File: src/hw/rtl/srfp_pkg.sv
// Package for the servo reply frame parser: states, status codes and control structs.
package srfp_pkg;

    localparam logic [7:0] SYNC_BYTE = 8'hFF;

    localparam logic [1:0] STATUS_OK       = 2'd0;
    localparam logic [1:0] STATUS_CHECKSUM = 2'd1;
    localparam logic [1:0] STATUS_LENGTH   = 2'd2;

    localparam logic [7:0] MIN_LENGTH = 8'd2;

    typedef enum logic [3:0] {
        ST_SYNC1,
        ST_SYNC2,
        ST_ID,
        ST_LEN,
        ST_ERR,
        ST_PARAM,
        ST_CSUM,
        ST_SEND,
        ST_READ,
        ST_EMIT
    } state_t;

    // Commands from the controller to the datapath.
    typedef struct packed {
        logic load_id;
        logic load_len;
        logic load_err;
        logic load_param;
        logic check;
        logic rd_en;
        logic advance;
    } cmd_t;

    // Flags from the datapath back to the controller.
    typedef struct packed {
        logic byte_sync;
        logic len_short;
        logic len_two;
        logic params_done;
        logic csum_ok;
        logic cnt_zero;
        logic emit_last;
    } flags_t;

endpackage

File: src/hw/rtl/srfp_byte_if.sv
// Interface for the received byte channel.
interface srfp_byte_if;
    logic       valid;
    logic       ready;
    logic [7:0] rx_byte;

    modport source (output valid, output rx_byte, input ready);
    modport sink (input valid, input rx_byte, output ready);
endinterface

File: src/hw/rtl/srfp_result_if.sv
// Interface for the parsed result channel.
interface srfp_result_if;
    logic       valid;
    logic       ready;
    logic [1:0] status;
    logic [7:0] servo_id;
    logic [7:0] servo_error;
    logic [4:0] param_count;
    logic [3:0] param_index;
    logic [7:0] param_value;
    logic       last;

    modport source (output valid, output status, output servo_id, output servo_error,
                    output param_count, output param_index, output param_value,
                    output last, input ready);
    modport sink (input valid, input status, input servo_id, input servo_error,
                  input param_count, input param_index, input param_value,
                  input last, output ready);
endinterface

File: src/hw/rtl/srfp_ram.sv
// Generic single-port-write, single-port-read RAM with registered read data.
module srfp_ram #(
    parameter int WIDTH = 8,
    parameter int DEPTH = 16
) (
    input  logic                     clk,
    input  logic                     wr_en,
    input  logic [$clog2(DEPTH)-1:0] wr_addr,
    input  logic [WIDTH-1:0]         wr_data,
    input  logic                     rd_en,
    input  logic [$clog2(DEPTH)-1:0] rd_addr,
    output logic [WIDTH-1:0]         rd_data
);

    logic [WIDTH-1:0] mem [DEPTH];

    always_ff @(posedge clk)
    begin
        if (wr_en)
        begin
            mem[wr_addr] <= wr_data;
        end
        if (rd_en)
        begin
            rd_data <= mem[rd_addr];
        end
    end

endmodule

File: src/hw/rtl/srfp_ctrl.sv
// Controller state machine: frame sequencing and result emission.
module srfp_ctrl (
    input  logic                  clk,
    input  logic                  rst_n,
    input  logic                  in_valid,
    output logic                  in_ready,
    output logic                  out_valid,
    input  logic                  out_ready,
    input  srfp_pkg::flags_t      flags,
    output srfp_pkg::cmd_t        cmd
);

    srfp_pkg::state_t state_reg;
    srfp_pkg::state_t state_next;
    logic             accept;

    assign accept = in_valid && in_ready;

    always_ff @(posedge clk or negedge rst_n)
    begin
        if (!rst_n)
        begin
            state_reg <= srfp_pkg::ST_SYNC1;
        end
        else
        begin
            state_reg <= state_next;
        end
    end

    always_comb
    begin
        state_next = state_reg;
        case (state_reg)
            srfp_pkg::ST_SYNC1:
            begin
                if (accept && flags.byte_sync)
                begin
                    state_next = srfp_pkg::ST_SYNC2;
                end
            end
            srfp_pkg::ST_SYNC2:
            begin
                if (accept)
                begin
                    state_next = flags.byte_sync ? srfp_pkg::ST_ID : srfp_pkg::ST_SYNC1;
                end
            end
            srfp_pkg::ST_ID:
            begin
                if (accept)
                begin
                    state_next = srfp_pkg::ST_LEN;
                end
            end
            srfp_pkg::ST_LEN:
            begin
                if (accept)
                begin
                    state_next = flags.len_short ? srfp_pkg::ST_SEND : srfp_pkg::ST_ERR;
                end
            end
            srfp_pkg::ST_ERR:
            begin
                if (accept)
                begin
                    state_next = flags.len_two ? srfp_pkg::ST_CSUM : srfp_pkg::ST_PARAM;
                end
            end
            srfp_pkg::ST_PARAM:
            begin
                if (accept && flags.params_done)
                begin
                    state_next = srfp_pkg::ST_CSUM;
                end
            end
            srfp_pkg::ST_CSUM:
            begin
                if (accept)
                begin
                    if (!flags.csum_ok || flags.cnt_zero)
                    begin
                        state_next = srfp_pkg::ST_SEND;
                    end
                    else
                    begin
                        state_next = srfp_pkg::ST_READ;
                    end
                end
            end
            srfp_pkg::ST_SEND:
            begin
                if (out_ready)
                begin
                    state_next = srfp_pkg::ST_SYNC1;
                end
            end
            srfp_pkg::ST_READ:
            begin
                state_next = srfp_pkg::ST_EMIT;
            end
            srfp_pkg::ST_EMIT:
            begin
                if (out_ready)
                begin
                    state_next = flags.emit_last ? srfp_pkg::ST_SYNC1 : srfp_pkg::ST_READ;
                end
            end
            default:
            begin
                state_next = srfp_pkg::ST_SYNC1;
            end
        endcase
    end

    always_comb
    begin
        in_ready       = 1'b0;
        out_valid      = 1'b0;
        cmd            = '0;
        case (state_reg)
            srfp_pkg::ST_SYNC1, srfp_pkg::ST_SYNC2:
            begin
                in_ready = 1'b1;
            end
            srfp_pkg::ST_ID:
            begin
                in_ready    = 1'b1;
                cmd.load_id = accept;
            end
            srfp_pkg::ST_LEN:
            begin
                in_ready     = 1'b1;
                cmd.load_len = accept;
            end
            srfp_pkg::ST_ERR:
            begin
                in_ready     = 1'b1;
                cmd.load_err = accept;
            end
            srfp_pkg::ST_PARAM:
            begin
                in_ready       = 1'b1;
                cmd.load_param = accept;
            end
            srfp_pkg::ST_CSUM:
            begin
                in_ready  = 1'b1;
                cmd.check = accept;
            end
            srfp_pkg::ST_SEND:
            begin
                out_valid = 1'b1;
            end
            srfp_pkg::ST_READ:
            begin
                cmd.rd_en = 1'b1;
            end
            srfp_pkg::ST_EMIT:
            begin
                out_valid   = 1'b1;
                cmd.advance = out_ready;
            end
            default:
            begin
                in_ready = 1'b0;
            end
        endcase
    end

endmodule

File: src/hw/rtl/srfp_dp.sv
// Datapath: frame header registers, checksum, parameter store and result fields.
module srfp_dp #(
    parameter int MAX_PARAMS = 16
) (
    input  logic             clk,
    input  logic             rst_n,
    input  logic [7:0]       rx_byte,
    input  srfp_pkg::cmd_t   cmd,
    output srfp_pkg::flags_t flags,
    output logic [1:0]       status,
    output logic [7:0]       servo_id,
    output logic [7:0]       servo_error,
    output logic [4:0]       param_count,
    output logic [3:0]       param_index,
    output logic [7:0]       param_value,
    output logic             last
);

    localparam int AW = (MAX_PARAMS > 1) ? $clog2(MAX_PARAMS) : 1;
    localparam int CW = $clog2(MAX_PARAMS + 1);
    localparam logic [7:0] MAX_P8 = 8'(MAX_PARAMS);

    logic [7:0]    id_reg;
    logic [7:0]    length_reg;
    logic [7:0]    error_reg;
    logic [7:0]    sum_reg;
    logic [7:0]    seen_reg;
    logic [1:0]    status_reg;
    logic          emit_param_reg;
    logic [CW-1:0] index_reg;

    logic [7:0]    sum_next;
    logic [7:0]    avail;
    logic [CW-1:0] kept;
    logic [8:0]    seen_inc;
    logic [8:0]    params_total;
    logic          store_wr;
    logic [7:0]    ram_rd_data;

    assign sum_next     = sum_reg + rx_byte;
    assign avail        = (length_reg >= srfp_pkg::MIN_LENGTH) ?
                          (length_reg - srfp_pkg::MIN_LENGTH) : 8'd0;
    assign kept         = (avail > MAX_P8) ? CW'(MAX_PARAMS) : CW'(avail);
    assign seen_inc     = {1'b0, seen_reg} + 9'd1;
    assign params_total = {1'b0, length_reg} - {1'b0, srfp_pkg::MIN_LENGTH};
    // Parameters past the store depth still enter the checksum but are dropped.
    assign store_wr     = cmd.load_param && (seen_reg < MAX_P8);

    always_comb
    begin
        flags.byte_sync   = (rx_byte == srfp_pkg::SYNC_BYTE);
        flags.len_short   = (rx_byte < srfp_pkg::MIN_LENGTH);
        flags.len_two     = (length_reg == srfp_pkg::MIN_LENGTH);
        flags.params_done = (seen_inc >= params_total);
        flags.csum_ok     = (~sum_reg == rx_byte);
        flags.cnt_zero    = (kept == '0);
        flags.emit_last   = !emit_param_reg || ((index_reg + CW'(1)) == kept);
    end

    always_ff @(posedge clk or negedge rst_n)
    begin
        if (!rst_n)
        begin
            id_reg         <= '0;
            length_reg     <= '0;
            error_reg      <= '0;
            sum_reg        <= '0;
            seen_reg       <= '0;
            status_reg     <= srfp_pkg::STATUS_OK;
            emit_param_reg <= 1'b0;
            index_reg      <= '0;
        end
        else
        begin
            if (cmd.load_id)
            begin
                id_reg <= rx_byte;
            end
            if (cmd.load_len)
            begin
                length_reg     <= rx_byte;
                sum_reg        <= id_reg + rx_byte;
                seen_reg       <= '0;
                index_reg      <= '0;
                emit_param_reg <= 1'b0;
                if (rx_byte < srfp_pkg::MIN_LENGTH)
                begin
                    error_reg  <= '0;
                    status_reg <= srfp_pkg::STATUS_LENGTH;
                end
            end
            if (cmd.load_err)
            begin
                error_reg <= rx_byte;
                sum_reg   <= sum_next;
            end
            if (cmd.load_param)
            begin
                sum_reg  <= sum_next;
                seen_reg <= seen_inc[7:0];
            end
            if (cmd.check)
            begin
                index_reg <= '0;
                if (~sum_reg == rx_byte)
                begin
                    status_reg     <= srfp_pkg::STATUS_OK;
                    emit_param_reg <= (kept != '0);
                end
                else
                begin
                    status_reg     <= srfp_pkg::STATUS_CHECKSUM;
                    emit_param_reg <= 1'b0;
                end
            end
            if (cmd.advance)
            begin
                index_reg <= index_reg + CW'(1);
            end
        end
    end

    srfp_ram #(
        .WIDTH (8),
        .DEPTH (MAX_PARAMS)
    ) u_store (
        .clk     (clk),
        .wr_en   (store_wr),
        .wr_addr (seen_reg[AW-1:0]),
        .wr_data (rx_byte),
        .rd_en   (cmd.rd_en),
        .rd_addr (index_reg[AW-1:0]),
        .rd_data (ram_rd_data)
    );

    assign status      = status_reg;
    assign servo_id    = id_reg;
    assign servo_error = error_reg;
    assign param_count = 5'(kept);
    assign param_index = 4'(index_reg);
    assign param_value = emit_param_reg ? ram_rd_data : 8'd0;
    assign last        = flags.emit_last;

endmodule

File: src/hw/rtl/servo_reply_frame_parser.sv
// Top level of the servo reply frame parser.
//
//  Channel  Direction  Payload
//  rx       in         rx_byte
//  res      out        status, servo_id, servo_error, param_count, param_index,
//                      param_value, last
//
// Every received byte is accepted while the parser is in a header,
// parameter or checksum phase. Results hold the input off: a single result is
// presented until res.ready, and each parameter result is a parameter store
// read followed by a presentation that is held until res.ready.
// A stall on res freezes the parser with the result held steady.
// Reset is asynchronous and returns the parser to hunting for the first sync byte.
module servo_reply_frame_parser #(
    parameter int MAX_PARAMS = 16
) (
    input  logic                 clk,
    input  logic                 rst_n,
    srfp_byte_if.sink            rx,
    srfp_result_if.source        res
);

    srfp_pkg::cmd_t   cmd;
    srfp_pkg::flags_t flags;

    srfp_ctrl u_ctrl (
        .clk       (clk),
        .rst_n     (rst_n),
        .in_valid  (rx.valid),
        .in_ready  (rx.ready),
        .out_valid (res.valid),
        .out_ready (res.ready),
        .flags     (flags),
        .cmd       (cmd)
    );

    srfp_dp #(
        .MAX_PARAMS (MAX_PARAMS)
    ) u_dp (
        .clk         (clk),
        .rst_n       (rst_n),
        .rx_byte     (rx.rx_byte),
        .cmd         (cmd),
        .flags       (flags),
        .status      (res.status),
        .servo_id    (res.servo_id),
        .servo_error (res.servo_error),
        .param_count (res.param_count),
        .param_index (res.param_index),
        .param_value (res.param_value),
        .last        (res.last)
    );

endmodule

File: src/flat_wrapper.sv
// flat-port wrapper written by rule: the top's interface ports become plain ports
module servo_reply_frame_parser_flat 
#(
    parameter int MAX_PARAMS = 16
)
  (clk, rst_n, rx_valid, rx_rx_byte, rx_ready, res_valid, res_status, res_servo_id, res_servo_error, res_param_count, res_param_index, res_param_value, res_last, res_ready);
  srfp_byte_if rx_i ();
  srfp_result_if res_i ();
  input  logic clk;
  input  logic rst_n;
  input wire logic [$bits(rx_i.valid)-1:0] rx_valid;
  input wire logic [$bits(rx_i.rx_byte)-1:0] rx_rx_byte;
  output wire logic [$bits(rx_i.ready)-1:0] rx_ready;
  output wire logic [$bits(res_i.valid)-1:0] res_valid;
  output wire logic [$bits(res_i.status)-1:0] res_status;
  output wire logic [$bits(res_i.servo_id)-1:0] res_servo_id;
  output wire logic [$bits(res_i.servo_error)-1:0] res_servo_error;
  output wire logic [$bits(res_i.param_count)-1:0] res_param_count;
  output wire logic [$bits(res_i.param_index)-1:0] res_param_index;
  output wire logic [$bits(res_i.param_value)-1:0] res_param_value;
  output wire logic [$bits(res_i.last)-1:0] res_last;
  input wire logic [$bits(res_i.ready)-1:0] res_ready;
  assign rx_i.valid = rx_valid;
  assign rx_i.rx_byte = rx_rx_byte;
  assign rx_ready = rx_i.ready;
  assign res_valid = res_i.valid;
  assign res_status = res_i.status;
  assign res_servo_id = res_i.servo_id;
  assign res_servo_error = res_i.servo_error;
  assign res_param_count = res_i.param_count;
  assign res_param_index = res_i.param_index;
  assign res_param_value = res_i.param_value;
  assign res_last = res_i.last;
  assign res_i.ready = res_ready;
  servo_reply_frame_parser #(.MAX_PARAMS(MAX_PARAMS)) u_core (.clk(clk), .rst_n(rst_n), .rx(rx_i), .res(res_i));
endmodule
File: config.mk
export PLATFORM = sky130hd
export DESIGN_NAME = servo_reply_frame_parser_flat
export DESIGN_NICKNAME = d
export VERILOG_FILES = /design/src/hw/rtl/srfp_pkg.sv /design/src/hw/rtl/srfp_byte_if.sv /design/src/hw/rtl/srfp_result_if.sv /design/src/hw/rtl/srfp_ram.sv /design/src/hw/rtl/srfp_ctrl.sv /design/src/hw/rtl/srfp_dp.sv /design/src/hw/rtl/servo_reply_frame_parser.sv /design/src/flat_wrapper.sv
export SDC_FILE = /design/constraint.sdc
export NUM_CORES = 1
export LEC_CHECK = 0
export BUFFER_PORTS_ARGS = -buffer_cell sky130_fd_sc_hd__clkbuf_2
export CORE_AREA = 2 2 154 126
export DETAILED_ROUTE_END_ITERATION = 12
export DIE_AREA = 0 0 156 128
export MAX_ROUTING_LAYER = met4
export PLACE_DENSITY = 0.68
export SYNTH_ARGS = -nofsm -noshare
export SYNTH_HDL_FRONTEND = slang
export SYNTH_SLANG_ARGS = --single-unit
File: constraint.sdc
create_clock -name clk -period 5.87 [get_ports clk]
set_clock_uncertainty 0.2 [all_clocks]
set_input_delay 1.174 -clock clk [delete_from_list [all_inputs] [get_ports clk]]
set_output_delay 1.174 -clock clk [all_outputs]
set_load 0.01 [all_outputs]
* Word-level counts from Yosys, hierarchy flattened
Memories as Yosys holds them, arrays and structs flattened. A register that Yosys moved wholly into a read port is not among the register bits.
Index checks and enable logic that the tools add are counted.
** Cells by class
- Add/subtract/negate cells :: 6
- $lt $le $gt $ge :: 5
- Equality and inequality tests :: 22
- Multiplexer cells :: 47
- Bitwise logic cells :: 1
- Reductions and logical operators :: 23
** Operators with widths (count)
- 2-to-1 mux 8 bit :: 10
- 2-to-1 mux 4 bit :: 11
- one-hot mux 4 bit (10 select lines) :: 1
- 2-to-1 mux 5 bit :: 4
- inequality test 2 bit (second input constant) :: 9
- adder 8 bit :: 2
- equality test 4 x 3 -> 1 bit (second input constant) :: 4
- 2-to-1 mux 1 bit :: 15
- 2-to-1 mux 2 bit :: 6
- nonzero test 2 bit :: 5
- adder 8 x 1 -> 9 bit (second input constant) :: 1
- >= comparator 9 bit :: 1
- AND reduction 9 bit :: 1
- subtractor 8 x 2 -> 9 bit (second input constant) :: 1
- equality test 4 x 2 -> 1 bit (second input constant) :: 2
- equality test 4 bit (second input constant) :: 2
- equality test 8 x 2 -> 1 bit (second input constant) :: 1
- equality test 8 bit :: 1
- equality test 8 bit (second input constant) :: 1
- >= comparator 8 x 2 -> 1 bit (second input constant) :: 1
- > comparator 8 x 5 -> 1 bit (second input constant) :: 1
- < comparator 8 x 2 -> 1 bit (second input constant) :: 1
- < comparator 8 x 5 -> 1 bit (second input constant) :: 1
- inverter 8 bit :: 1
- 14 further kinds :: 21
** Storage, ports and cells
- Bits in registers :: 52
- Memory bits (writable) :: 128
- Bits of input ports :: 12
- Output and inout port bits :: 38
- Word-level logic and storage cells :: 114
- Memories :: 1
** Memories
- u_core.u_dp.u_store.mem :: depth 16, width 8, rd ports 1, clocked after memory_dff 1, wr ports 1, RTL line srfp_ram.sv:15 : logic [WIDTH-1:0] mem [DEPTH];

* Longest topological paths before layout
Gate-level depths: netlist of the first run.
- Depth after elaboration :: 9
- Depth in mapped cells :: 14
- Gate-level depth less buffers :: 13

* Modules after synthesis
From an unflattened synthesis of the first run, not the netlist that was laid out.
** Second synthesis, totals
- Cell total of the unflattened synthesis :: 671
- Area total of the unflattened synthesis :: 9085.0 µm²
** Modules (own cells, without submodules)
- srfp_ram :: times used 1, cells each 229, area each 5227.5 µm², sequential area each 4083.9 µm²
- srfp_dp :: times used 1, cells each 382, area each 3400.8 µm², sequential area each 1201.2 µm²
- srfp_ctrl :: times used 1, cells each 60, area each 456.7 µm², sequential area each 100.1 µm²

* Worst setup path after synthesis of the first run
Ideal clock, no wire load.
- Kind :: register to output
- From :: register u_core.u_dp.length_reg[1]
- To :: output res_last
- Data arrival time :: 2.647 ns
- Required time :: 4.496 ns
- Slack :: 1.849 ns
- Cell stages (with the launch flop) :: 11
- Buffers on the path :: 1
- Cell sequence :: dfrtp_1 clkbuf_1 inv_1 ha_1 and4bb_1 a32oi_1 o211ai_1 o21ai_1 or4_1 a311oi_2 nand2b_1
** Between the ends
- Cells in the longest elaborated chain, start to end :: 6
** Ends and longest elaborated chain
- start: declaration :: RTL line srfp_dp.sv:24 : logic [7:0] length_reg;
- start signal: assignment :: RTL line srfp_dp.sv:81 : length_reg <= rx_byte;
- subtractor 8 x 2 -> 8 bit / >= comparator 8 x 2 -> 1 bit (equally long branches) :: RTL line srfp_dp.sv:42, srfp_dp.sv:41
- 2-to-1 mux 8 bit (*) :: RTL line srfp_dp.sv:41 : assign avail = (length_reg >= srfp_pkg::MIN_LENGTH) ?
- > comparator 8 x 5 -> 1 bit :: RTL line srfp_dp.sv:43 : assign kept = (avail > MAX_P8) ? CW'(MAX_PARAMS) : CW'(avail);
- 2-to-1 mux 5 bit (*) :: RTL line srfp_dp.sv:43
- equality test 5 bit (*) :: RTL line srfp_dp.sv:57 : flags.emit_last = !emit_param_reg || ((index_reg + CW'(1)) == kept);
- logical OR 1 bit (*) :: RTL line srfp_dp.sv:57
- end: declaration :: RTL line flat_wrapper.sv:21 : output wire logic [$bits(res_i.last)-1:0] res_last;
Every way passes the cells marked *; elsewhere a longest branch is shown, timed or not.

* Final worst setup path of the first run
Same ends and word-level chain as after synthesis.

==> metrics.txt, run 1 <==
Total Wirelength 20900 um; worst skew pair latency 0.43 ns; hold path depth 2; largest family of logic cells by synthesized area simple AND/OR/NAND/NOR gates; CP endpoint kind primary output; met1 Resource Use GR 0.329; CP peak stage delay 0.55 ns; initial core utilization 0.489; worst path bufs/invs 2; Worst Setup Slack, final 0.913 ns; Synth Register Bits 188; sw frac 0.347; crit path max-delay cell type or4_1; Horiz. Die Dim 156 um; min Tclk post-route 4.96 ns; antenna violations before repair 0; simple-gate area share of the yosys netlist 0.114; Setup Buffers After CTS 0; Core ar. 18500 sq um; Comb pwr share 0.295; first-pass GRT wire length 32900 um; Compound-Gate Fraction of Synth Area 0.0825; Die ar. 20000 sq um; DR vias 5771; list of most frequent post-synthesis cells 136 x edfxtp_1, 71 x nand2_1, 52 x dfrtp_1; number of synthesized flops with an enable pin 136; mux cell area share after synthesis 0.109; vias per inst 5.99; final-report hold violation count 0; CP Class reg2out; worst reg2reg path endpoint u_core.u_ctrl.state_reg[3]; sequential share of the synthesized area 0.595; Crit path max-delay family simple AND/OR/NAND/NOR gates; Slew @ Worst Pin 1.20 ns; Util after Layout 0.544; Biggest register u_core.u_dp.u_store.mem; Post-Synth Adder-Cell Area 0.0445; max cap viols 0; met3 usage 0.0467; Setup violations, final 0; global-route met2 utilization 0.332; NetSw 1.44 mW; Fmax 0.202 GHz; P_int 2.71 mW; Hold EP u_core.u_dp.status[1]; layout cells sized above 1 0.200; max reg flops 128; GRT busiest layer met2; Worst Setup Start Kind flip-flop; clock network fraction of design power 0.280; vias in the first global route 5732; Root Driver clkbuf_16; r2r worst-path depth 11; Synth top area share 0.451; # rows 45; status finished, final reports clean; Slew Limit Fails 0; critical-path cell list inv_1 -> ha_1 -> and4bb_1 -> a32oi_1 -> o211ai_1 -> o21ai_1 -> or4_1 -> a311oi_2 -> nand2b_1 -> clkbuf_2; Async SR Flop Fraction 0.277; Die Span Y 128 um; crit-path max FO 10; initial DRC count 636; top-count cell post-synth edfxtp_1; P per Cell Area 411 nW/um^2; Post-Synth XOR/XNOR Area 0.0242; area grow syn2layout 11.4%; Syn Nets 718; Mapped Avg Cell Area 13.4 sq um; CTS max path bufs 2; DRC viols 0; RSZ-0062 raised after global routing false; GRT overflow 0; Final nets 759; setup slack, reg-to-reg 2.17 ns; post-synthesis cell type count 67; fin crit share 0.844; Slew Limit Headroom 0.196; overall routing resource usage 0.228; largest net degree at the start of global routing 53; DRT antenna net count 0; post-detailed-route wirelength per cell 21.7 um; total CTS buffers 17; Setup crit start u_core.u_dp.length_reg[1]; Synth Instances 675; top post-synthesis cells by area edfxtp_1 45%, dfrtp_1 14%, mux4_2 10%, ha_1 4.0%, nand2_1 2.9%; post-synth top area cell edfxtp_1; CTS clock-pin slew for the worst setup and hold paths 0.07 ns; Crit. path cell count 10; Seq pwr share 0.425; Antenna diodes 0; TritonCTS clock tree done; worst min path class reg2reg; post-CTS sizing 0; Critical Path RT 4.50 ns; IO Pins 50; CTS sink cnt 188; WP data arrival 3.58 ns; Hold Startpoint u_core.u_dp.status[1]; Peak VDD IR 0.000220 V; I/O Buffers 49; setup tns final 0 ns; YS warnings 0; LEAKAGE 3.73 nW; Place WS 1.37 ns; DR pass1 iterations 8; RR Startpoint u_core.u_dp.length_reg[1]; H-tree levels 4; placer congestion estimate 0.913; Post-CTS Hold Buffers 0; synthesized area 9050 sq um; prevailing post-synth register cell edfxtp_1; Final HPWL DP 13800 um
==> metrics by stage <==
stage | hold slack [ns] | total power, mW | cells | cell area, sq um
floorplan | 0.250 | 2.63 | 675 | 9050
global placement | 0.266 | 2.95 | 932 | 9490
detailed placement | 0.298 | 2.99 | 932 | 9490
CTS | 0.314 | 4.15 | 964 | 10100
global route | 0.336 | 4.39 | 964 | 10100
finish | 0.310 | 4.14 | 964 | 10100
==> layout make-up <==
cell class                      count  area (sq um)
Clock buffer                       17           425
Clock inverter                     15           161
Inverter                           27           101
Tap cell                          235           294
Timing Repair Buffer               59           320
Sequential cell                   188          5390
Fill cell                        1463          8440
Multi-Input combinational cell    423          3390
==> power by group through the flow <==
stage	Sequential, mW	Combinational, mW	Clock [mW]
3_5_place_dp	1.78	1.21	0
6_report	1.76	1.22	1.16
2_1_floorplan	1.70	0.931	0
3_3_place_gp	1.77	1.18	0
5_1_grt	1.79	1.38	1.23
4_1_cts	1.75	1.22	1.17
==> layout by cell type (no fill, tap or decap), drive strengths merged, types with 5 or more instances in the layout <==
| cell | n |
|---|---|
| o211ai | 5 |
| clkbuf | 66 |
| and3 | 5 |
| nand2 | 71 |
| inv | 33 |
| a22oi | 5 |
| xnor2 | 13 |
| nand3 | 20 |
| ha | 29 |
| nor3 | 11 |
| and2 | 14 |
| edfxtp | 136 |
| nor3b | 8 |
| nand4 | 5 |
| nand2b | 6 |
| nor2 | 34 |
| dfrtp | 52 |
| buf | 10 |
| nor4 | 9 |
| mux2 | 7 |
| nor2b | 9 |
| o21ai | 42 |
| clkinv | 5 |
| mux4 | 40 |
| o31ai | 8 |
| a21oi | 16 |
| xor2 | 12 |
==> cell families after synthesis <==
logic type / count (synthesis)
adder cells (fa/ha/maj): 31
AO/OA/AOI/OAI: 113
XOR/XNOR: 25
multiplexers: 48
buffers and inverters: 64
flip-flops: 188
AND/OR/NAND/NOR: 206
==> how the worst max path moves through the flow <==
stage	endpoint	slack, ns
global placement	res_last	1.49
floorplan	res_last	1.85
finish	res_last	0.91
CTS	res_last	0.91
global route	res_last	0.68
detailed placement	res_last	1.37
==> worst min-delay path, stage by stage, from the launching register on <==
cell,delay (ns)
dfrtp_1,0.35
nor2_1,0.05
nor2_1,0.07
==> layer usage <==
metal	part of all wire	vias to the layer above	routed length, um
li1	-	2629	-
met3	0.068	28	1410
met1	0.46	2896	9540
met2	0.46	218	9600
met5	0	-	0
met4	0.016	0	333
(Power assumes the default switching activity.)
==> run 2: changes to the inputs <==
--- a/config.mk
+++ b/config.mk
@@ -5,12 +5,13 @@
 export SDC_FILE = /design/constraint.sdc
 export NUM_CORES = 1
 export LEC_CHECK = 0
+export ABC_AREA = 1
 export BUFFER_PORTS_ARGS = -buffer_cell sky130_fd_sc_hd__clkbuf_2
 export CORE_AREA = 2 2 154 126
 export DETAILED_ROUTE_END_ITERATION = 12
 export DIE_AREA = 0 0 156 128
 export MAX_ROUTING_LAYER = met4
-export PLACE_DENSITY = 0.68
+export PLACE_DENSITY = 0.71
 export SYNTH_ARGS = -nofsm -noshare
 export SYNTH_HDL_FRONTEND = slang
 export SYNTH_SLANG_ARGS = --single-unit
==> constraint.sdc (replaced) <==
create_clock -name clk -period 4.34 [get_ports clk]
set_clock_uncertainty 0.2 [all_clocks]
set_input_delay 0.868 -clock clk [delete_from_list [all_inputs] [get_ports clk]]
set_output_delay 0.868 -clock clk [all_outputs]
set_load 0.01 [all_outputs]
==> metrics.txt, run 2 <==
P per Cell Area 550 nW/um^2 (+34%); Register Area 5390 sq um (about the same); Syn Nets 904 (+26%); CP peak stage delay 0.42 ns (-0.13 ns); overall routing resource usage 0.236 (+0.00840); top-count cell post-synth edfxtp_1; IO Pins 50 (unchanged); Setup Buffers After CTS 0 (unchanged); CTS clock-pin slew for the worst setup and hold paths 0.07 ns (about the same); post-CTS sizing 0 (unchanged); first-pass GRT wire length 34400 um (+4.4%); placer congestion estimate 0.935 (+2.5%); worst skew pair latency 0.44 ns (about the same); vias in the first global route 6261 (+9.2%); TritonCTS clock tree done; CTS sink cnt 188 (unchanged); CP endpoint kind primary output; placed inst area 9560 sq um (+0.74%); post-detailed-route wirelength per cell 18.9 um (-13%); post-synthesis cell type count 42 (-37%); setup tns final 0 ns (unchanged); top post-synthesis cells by area edfxtp_1 45%, dfrtp_1 14%, nand2_1 5.1%, nor2_1 4.3%, ha_1 4.0%; Final HPWL DP 15100 um (+9.2%); I/O Buffers 49 (unchanged); Worst Setup Start Kind flip-flop; Horiz. Die Dim 156 um (unchanged); antenna violations before repair 0 (unchanged); synthesized area 9060 sq um (+0.17%); number of synthesized flops with an enable pin 136 (unchanged); max reg flops 128 (unchanged); DR vias 6531 (+13%); initial DRC count 758 (+19%); fin crit share 0.853; Die Span Y 128 um (unchanged); Core ar. 18500 sq um (unchanged); commonest non-fill, non-tap cells in the layout 136 x edfxtp_1, 124 x nand2_1, 103 x nor2_1; Mapped Avg Cell Area 10.5 sq um (-21%); DRT antenna net count 0 (unchanged); area of the multi-input gates 3180 sq um (-6.3%); CP most frequent cell nand2_1; CTS max path bufs 2 (unchanged); Synth top area share 0.451 (-0.000747); Antenna diodes 0 (unchanged); critical-path cell list inv_2 -> ha_1 -> inv_2 -> nor2_2 -> nand4_1 -> nand2_2 -> nand2_4 -> nor2_8 -> nand3_1 -> nand2_1 -> nand2_1 -> nor2_1 -> nand2_1 -> nand2_1 -> clkbuf_2; Synth Register Bits 188 (unchanged); min Tclk post-route 3.70 ns; list of most frequent post-synthesis cells 136 x edfxtp_1, 124 x nand2_1, 103 x nor2_1; Slew Limit Headroom 0.334 (+0.138); total CTS buffers 17 (unchanged); RSZ-0062 raised after global routing false; largest net degree at the start of global routing 63 (+19%); sequential share of the synthesized area 0.594 (-0.000986); Slew @ Worst Pin 0.998 ns (-0.198 ns); Async SR Flop Fraction 0.277 (unchanged); worst min path class reg2reg; WP data arrival 2.63 ns (-0.95 ns); H-tree levels 4 (unchanged); Synth Instances 861 (+28%); Total Wirelength 21900 um (+4.9%); Die ar. 20000 sq um (unchanged); Root Driver clkbuf_16; final-report hold violation count 0 (unchanged); area grow syn2layout 12.1%; prevailing post-synth register cell edfxtp_1; DR pass1 iterations 5 (-3); initial core utilization 0.489 (+0.000811); status finished, final reports clean; Fmax 0.270 GHz; commonest non-fill, non-tap cell in the layout edfxtp_1; Setup violations, final 0 (unchanged); LEAKAGE 4.22 nW (+13%); CP Class reg2out; fillers 1580 (+8.0%); Post-CTS Hold Buffers 0 (unchanged); max cap viols 0 (unchanged); final instance area 10200 sq um (+0.79%); post-synth top area cell edfxtp_1; Final nets 953 (+26%); crit-path max FO 9 (-1); Slew Limit Fails 0 (unchanged); Critical Path RT 3.27 ns (-1.23 ns); GRT overflow 0 (unchanged); # rows 45 (unchanged); crit path max-delay cell type dfrtp_1; Biggest register u_core.u_dp.u_store.mem; vias per inst 5.64 (-5.8%); DRC viols 0 (unchanged); YS warnings 0 (unchanged); Peak VDD IR 0.000267 V (+22%); layout cells sized above 1 0.135 (-0.0648)
-- run 2: stage by stage --
step / total power [mW] / instances / hold WS, ns / worst slack, ns / utilization
4_1_cts: 5.59 / 1158 / 0.301 / 0.639 / 0.548
5_1_grt: 5.91 / 1158 / 0.331 / 0.402 / 0.548
3_3_place_gp: 3.97 / 1126 / 0.272 / 1.12 / 0.516
3_5_place_dp: 3.99 / 1126 / 0.283 / 1.10 / 0.516
6_report: 5.58 / 1158 / 0.298 / 0.638 / 0.548
2_1_floorplan: 3.51 / 861 / 0.253 / 1.49 / -
-- run 2: area by class of cell --
class,instances,share of cell area
inverter,94,0.0347
multi-input combinational,546,0.313
timing repair buffer,63,0.0345
clock buffer,18,0.0422
sequential,188,0.530
tap,235,0.0289
clock inverter,14,0.0165
-- run 2: logic make-up after synthesis --
| family | after synthesis | synth area share |
|---|---|---|
| AOI/OAI and AO/OA | 150 | 0.104 |
| muxes | 24 | 0.0265 |
| adders and majority gates | 31 | 0.0444 |
| buffers and inverters | 127 | 0.0553 |
| DFF | 188 | 0.594 |
| xor gates and xnor gates | 17 | 0.0164 |
| and+or+nand+nor | 324 | 0.160 |
-- run 2: where the power goes --
group,switching (mW),internal [mW]
registers,0.185,2.12
logic,1.08,0.615
clock network,0.680,0.908
total,1.94,3.64
-- run 2: worst max-delay path: cells and delay by family, from the launching register on --
family / cells / cell delay [ns]
simple gates: 11 / 1.13
flops: 1 / 0.42
buf+inv: 3 / 0.35
fa+ha+maj: 1 / 0.27
-- run 2: final timing paths --
| check | startpoint | endpoint | slack (ns) | cells past startpoint |
|---|---|---|---|---|
| max | u_core.u_dp.length_reg[1] | res_last | 0.64 | 15 |
| min in group asynchronous | rst_n | u_core.u_dp.servo_id[2] | 0.39 | 1 |
| max reg2reg | u_core.u_dp.seen_reg[0] | u_core.u_ctrl.state_reg[2] | 1.20 | 16 |
| min reg2reg | u_core.u_dp.sum_reg[0] | u_core.u_dp.sum_reg[0] | 0.30 | 2 |
| min | u_core.u_dp.sum_reg[0] | u_core.u_dp.sum_reg[0] | 0.30 | 2 |
| max in group asynchronous | rst_n | u_core.u_dp.index_reg[1] | 2.73 | 2 |
-- run 2: metal layers --
layer	share of wire	global-route usage	vias up
li1	-	-	3118
met1	0.46	0.336	3134
met2	0.44	0.332	245
met3	0.077	0.0558	34
met4	0.022	0.0874	0
met5	0	-	-
==> run 3: changes to the inputs <==
--- a/config.mk
+++ b/config.mk
@@ -7,11 +7,12 @@
 export LEC_CHECK = 0
 export ABC_AREA = 1
 export BUFFER_PORTS_ARGS = -buffer_cell sky130_fd_sc_hd__clkbuf_2
-export CORE_AREA = 2 2 154 126
+export CORE_AREA = 2 2 145 133
 export DETAILED_ROUTE_END_ITERATION = 12
-export DIE_AREA = 0 0 156 128
+export DIE_AREA = 0 0 147 135
 export MAX_ROUTING_LAYER = met4
 export PLACE_DENSITY = 0.71
+export SKIP_LAST_GASP = 1
 export SYNTH_ARGS = -nofsm -noshare
 export SYNTH_HDL_FRONTEND = slang
 export SYNTH_SLANG_ARGS = --single-unit
==> metrics.txt, run 3 (synthesis gave the netlist of run 2 again) <==
status finished, final reports clean; TritonCTS clock tree done; Crit path max-delay family simple AND/OR/NAND/NOR gates; fin crit share 0.843 (-0.00967); Slew @ Worst Pin 0.900 ns (-0.0981 ns); Final nets 956 (+0.31%); Biggest register u_core.u_dp.u_store.mem; DR vias 6647 (+1.8%); Seq pwr share 0.407 (-0.005); area grow syn2layout 12.9%; Peak VDD IR 0.000288 V (+7.6%); layout cells sized above 1 0.139 (+0.00388); H-tree levels 4 (unchanged); Util after Layout 0.561 (+0.0129); Critical Path RT 3.27 ns (about the same); clock network fraction of design power 0.295 (+0.011); overall routing resource usage 0.234 (-0.00191); min Tclk post-route 3.66 ns (-0.0420 ns); CTS clock-pin slew for the worst setup and hold paths 0.07 ns (about the same); placer congestion estimate 0.954 (+2.0%); post-CTS sizing 0 (unchanged); Place WS 1.12 ns (+0.0228 ns); P per Cell Area 554 nW/um^2 (+0.72%); LEAKAGE 4.26 nW (+0.86%); # rows 47 (+4.4%); RSZ-0062 raised after global routing false; CTS sink cnt 188 (unchanged); Fmax 0.273 GHz (+1.1%); Die ar. 19800 sq um (-0.62%); commonest non-fill, non-tap cell in the layout edfxtp_1; Slew Limit Headroom 0.398 (+0.0632); Total Wirelength 22000 um (+0.69%); Setup Buffers After CTS 0 (unchanged); fillers 1547 (-2.1%); area of the multi-input gates 3180 sq um (unchanged); largest net degree at the start of global routing 68 (+7.9%); crit-path max FO 9 (unchanged); post-detailed-route wirelength per cell 18.8 um (-0.43%); Horiz. Die Dim 147 um (-5.8%); worst skew pair latency 0.44 ns (about the same); Worst Setup Slack, final 0.680 ns (+0.0420 ns); Slew Limit Fails 0 (unchanged); Post-CTS Hold Buffers 0 (unchanged); max cap viols 0 (unchanged); Setup violations, final 0 (unchanged); CTS max path bufs 2 (unchanged); Comb pwr share 0.298 (-0.005); max reg flops 128 (unchanged); Root Driver clkbuf_16; sw frac 0.346 (-0.00228); CP Class reg2out; CP endpoint kind primary output; antenna violations before repair 0 (unchanged); worst min path class reg2reg; commonest non-fill, non-tap cells in the layout 136 x edfxtp_1, 124 x nand2_1, 103 x nor2_1; Worst Setup Start Kind flip-flop; setup tns final 0 ns (unchanged); total CTS buffers 17 (unchanged); IO Pins 50 (unchanged); CP most frequent cell nand2_1; Die Span Y 135 um (+5.5%); DRC viols 0 (unchanged); WP data arrival 2.59 ns (-0.04 ns); initial core utilization 0.497 (+0.00789); initial DRC count 854 (+13%); vias in the first global route 6041 (-3.5%); GRT overflow 0 (unchanged); Register Area 5390 sq um (unchanged); P_int 3.71 mW (+1.8%); CP peak stage delay 0.42 ns (about the same); worst path bufs/invs 3 (unchanged); Antenna diodes 0 (unchanged); Core ar. 18200 sq um (-1.6%); critical-path cell list inv_2 -> ha_1 -> inv_2 -> nor2_2 -> nand4_1 -> nand2_2 -> nand2_4 -> nor2_8 -> nand3_1 -> nand2_1 -> nand2_1 -> nor2_1 -> nand2_1 -> nand2_1 -> clkbuf_2; NetSw 1.96 mW (+0.79%); first-pass GRT wire length 33900 um (-1.2%); final-report hold violation count 0 (unchanged); vias per inst 5.68 (+0.65%); DR pass1 iterations 6 (+1); Final HPWL DP 14900 um (-1.1%); DRT antenna net count 0 (unchanged); total chip power 5.66 mW (+1.5%); crit path max-delay cell type dfrtp_1; I/O Buffers 49 (unchanged)
==> run 3: path summary, 6_finish.rpt <==
| kind | start | end | slack (ns) | cells after the start |
|---|---|---|---|---|
| setup / recovery | u_core.u_dp.length_reg[1] | res_last | 0.68 | 15 |
| hold / removal | u_core.u_dp.sum_reg[0] | u_core.u_dp.sum_reg[0] | 0.29 | 2 |
| setup reg to reg | u_core.u_dp.seen_reg[0] | u_core.u_ctrl.state_reg[0] | 1.20 | 16 |
| hold reg to reg | u_core.u_dp.sum_reg[0] | u_core.u_dp.sum_reg[0] | 0.29 | 2 |
| max in group asynchronous | rst_n | u_core.u_dp.index_reg[0] | 2.77 | 2 |
| min in group asynchronous | rst_n | u_core.u_dp.servo_id[7] | 0.34 | 1 |
==> run 3: final cells by class <==
cell class / count / share of cell area
clock inverters: 15 / 0.0205
repair buffers: 66 / 0.0364
clock buffers: 17 / 0.0416
flip-flops and latches: 188 / 0.526
well taps: 245 / 0.0300
inverters: 94 / 0.0345
multi-input cells: 546 / 0.311
==> run 3: power by group through the flow <==
| stage | clock network (mW) | logic, mW | registers, mW |
|---|---|---|---|
| 2_1_floorplan | 0 | 1.21 | 2.31 |
| 3_3_place_gp | 0 | 1.63 | 2.34 |
| 3_5_place_dp | 0 | 1.67 | 2.34 |
| 4_1_cts | 1.69 | 1.68 | 2.30 |
| 5_1_grt | 1.75 | 1.90 | 2.33 |
| 6_report | 1.67 | 1.69 | 2.31 |
==> run 3: worst reg2reg max path: stages, from the launching register on <==
cell,delay (ns)
dfrtp_1,0.46
inv_1,0.12
nor3_1,0.26
nand3_1,0.17
nor3_1,0.23
xor2_1,0.34
ha_1,0.33
nand2_1,0.10
nor2_1,0.05
nand3b_1,0.07
o2111ai_1,0.13
o21ai_0,0.16
nand2_1,0.07
nand2_1,0.12
nor2_1,0.10
nand2_1,0.08
nand2_1,0.04
==> run 3: per-stage QoR <==
step	std cells	area (sq um)	hold slack [ns]
4_1_cts	1171	10200	0.295
3_3_place_gp	1139	9600	0.270
5_1_grt	1171	10200	0.327
6_report	1171	10200	0.290
3_5_place_dp	1139	9600	0.279
2_1_floorplan	861	9060	0.253
==> run 3: routing by layer <==
layer | up-vias | wire (um) | GRT usage
li1 | 3130 | - | -
met1 | 3192 | 9670 | 0.331
met2 | 291 | 10000 | 0.338
met3 | 34 | 1900 | 0.0500
met4 | 0 | 464 | 0.0849
met5 | - | 0 | -
